===== config.mk =====
export PLATFORM = sky130hd
export DESIGN_NAME = tpcp_ram
export DESIGN_NICKNAME = d
export VERILOG_FILES = /design/src/rtl/tpcp_ram.sv
export SDC_FILE = /design/constraint.sdc
export NUM_CORES = 1
export LEC_CHECK = 0
export BUFFER_PORTS_ARGS = -buffer_cell sky130_fd_sc_hd__buf_2
export CAP_MARGIN = 20
export CORE_UTILIZATION = 55
export CTS_CLUSTER_SIZE = 24
export DETAILED_ROUTE_END_ITERATION = 12
export PLACE_DENSITY = 0.78
export SLEW_MARGIN = 30
export SYNTH_ARGS = -nofsm -noshare
export SYNTH_HDL_FRONTEND = slang
export SYNTH_SLANG_ARGS = --single-unit

===== constraint.sdc =====
create_clock -name clk -period 4.3 [get_ports clk]
set_clock_uncertainty 0.1 [all_clocks]
set_input_delay 0.86 -clock clk [delete_from_list [all_inputs] [get_ports clk]]
set_output_delay 0.86 -clock clk [all_outputs]
set_load 0.1 [all_outputs]

===== src/rtl/tpcp_ram.sv =====
// Generic single-write, single-read RAM with registered read data.
`default_nettype none
module tpcp_ram #(
  parameter int WIDTH = 8,
  parameter int DEPTH = 4,
  parameter int AW    = (DEPTH > 1) ? $clog2(DEPTH) : 1
) (
  input  wire logic             clk,
  input  wire logic             we,
  input  wire logic [AW-1:0]    waddr,
  input  wire logic [WIDTH-1:0] wdata,
  input  wire logic [AW-1:0]    raddr,
  output logic      [WIDTH-1:0] rdata
);

  logic [WIDTH-1:0] mem [DEPTH];

  always_ff @(posedge clk) begin
    if (we) begin
      mem[waddr] <= wdata;
    end
    rdata <= mem[raddr];
  end

endmodule
`default_nettype wire


==> impl_metrics.py <==
metrics = {
    "global_routing": {
        "grt_max_degree": 13,
        "grt_pass1_wl_mm": 2.884,
        "grt_pass1_vias": 550,
        "overflow": 0,
        "grt_use_total_pct": 17.53,
        "antenna_found_initial": 0,
    },
    "die": {
        "fp.dieH_um": 51.52,
        "rows": 17,
        "fp.coreArea_um2": 2255,
        "start_util_pct": 59.82,
        "dieArea_um2": 2654,
        "pin_count": 22,
        "die_w_um": 51.52,
    },
    "synthesis": {
        "syn_inst": 54,
        "syn_nets": 68,
        "synth-seq-cells": 40,
        "synth_area_um2": 1349,
        "synth-seq-area-share_pct": 83.12,
        "synth.largest_area_cell": "edfxtp_1",
        "ys_warn_count": 0,
        "avgSynthCellArea_um2": 24.98,
        "synthDistinctLibCells": 8,
        "synthTopCellsByArea": "edfxtp_1, mux4_2, dfxtp_1",
        "synth_top_area_share_pct": 71.24,
    },
    "routing": {
        "routed_wl_mm": 1.934,
        "antenna_left": 0,
        "viasPerCell": 5.376,
        "routed-via-count": 586,
        "post-route-drc-count": 0,
        "drt_iter0_markers": 5,
        "firstDrtPassIters": 3,
        "wl_per_cell_um": 17.74,
    },
    "status": {
        "outcome": "finished, final reports clean",
    },
    "clock_tree": {
        "clk_pin_slew_ns": 0.12,
        "clockBufferDepth": 2,
        "cts-resized-gates": 0,
        "numCtsBuffers": 5,
        "cts_sinks": 40,
        "root_buffer": "clkbuf_4",
        "cts_tree": "done",
        "clk_latency_ns": 0.33,
        "hold_buffers": 0,
        "htree_num_levels": 2,
        "post_cts_buffers": 0,
    },
    "power": {
        "p_leak_nw": 0.5600,
        "peakVddDrop_v": 0.0003375,
        "power_uw": 776.5,
        "power_density_nw_per_um2": 499.7,
    },
    "finish": {
        "insertedDiodeCount": 0,
        "syn_to_final_growth_pct": 15.21,
        "nFillCells": 166,
        "nets": 94,
        "final_cell_mix": "edfxtp_1, buf_2, mux4_2, dfxtp_1, clkbuf_4",
        "drive_gt1_share_pct": 45.68,
        "final_common_cell": "edfxtp_1",
    },
    "timing": {
        "period_needed_ns": 2.034,
        "slew_headroom_pct": 53.79,
        "hold_violations": 0,
        "setup_viol_count_final": 0,
        "tightest_slew_ns": 0.6901,
        "min_period_over_period_pct": 47.31,
        "fin_ws_ns": 2.266,
        "rsz0062_at_grt": "false",
        "setup_tns_ns": 0,
        "slew_viol_final": 0,
        "fmax_mhz": 491.6,
    },
    "placed_design": {
        "place_ws_ns": 2.255,
        "portBuffers": 21,
        "gp_congestion": 0.6767,
    },
    "critical_path": {
        "cpPeakStageDelay_ns": 0.41,
        "path_delay_family": "buffers and inverters",
        "crit_buf_inv": 1,
        "worstPathArrival_ns": 1.07,
        "crit_path_end_kind": "output pin",
        "criticalPathCategory": "flip-flop to output pin",
        "cp_data_required_time_ns": 3.34,
        "crit_chain": "buf_2",
        "startpoint_type": "flip-flop",
        "critPathMaxFanout": 1,
        "critPathSlowestCell": "buf_2",
    },
    "job": {
        "drv_cap": 0,
    },
    "worst_hold_path": {
        "hp-class": "flip-flop to flip-flop",
    },
}
## Yosys cell counts
library cell	n
clkbuf_2	1
and3b_1	2
buf_6	1
dfxtp_1	8
and3_1	1
mux4_2	8
edfxtp_1	32
nor3b_1	1
## metrics by stage
stage / cell area [µm²] / cells / hold slack, ns / util [%]
after global routing: 1554 / 109 / 0.4832 / 68.92
after detailed placement: 1478 / 101 / 0.4396 / 65.54
after CTS: 1554 / 109 / 0.4657 / 68.92
after floorplan: 1349 / 54 / 0.4322 / -
after global placement: 1473 / 101 / 0.4356 / 65.32
final: 1554 / 109 / 0.4622 / 68.92
## cells by family after synthesis
group / after synthesis / synth area share (%)
and+or+nand+nor: 4 / 2.320
buffers and inverters: 2 / 1.206
muxes: 8 / 13.36
DFF: 40 / 83.12
## path summary, 6_finish.rpt
kind	to	from	slack, ns	cells after the start
hold reg to reg	rdata[5]	mem[2][5]	0.46	1
hold / removal	rdata[5]	mem[2][5]	0.46	1
setup / recovery	rdata[3]	rdata[3]	2.27	1
setup reg to reg	rdata[1]	mem[3][1]	3.22	1
## state kept, by name, indices dropped and copies added (netlist names)
| signal | count |
|---|---|
| mem | 32 |
| rdata | 8 |
## routing by layer
layer	vias up	share of wire, %	global-route usage, %
met5	-	0	0
li1	277	-	-
met3	2	4.3	7.895
met1	290	45	22.03
met2	17	50	26.19
met4	0	0.62	8.108
## report_power, final
group | switching [mW] | internal [mW] | total, mW
Sequential | 0.00492 | 0.441 | 0.446
Combinational | 0.0724 | 0.0211 | 0.0935
Clock | 0.115 | 0.122 | 0.237
Total | 0.193 | 0.584 | 0.776
## cell type report
type,instances,area [µm²],area share [%]
repair buffers,21,105.1,6.763
multi-input cells,12,216.5,13.93
flip-flops and latches,40,1121,72.14
well taps,28,35.03,2.254
clock inverters,2,35.03,2.254
clock buffers,6,41.29,2.657
Note: power is estimated with default switching activity, not from simulation.
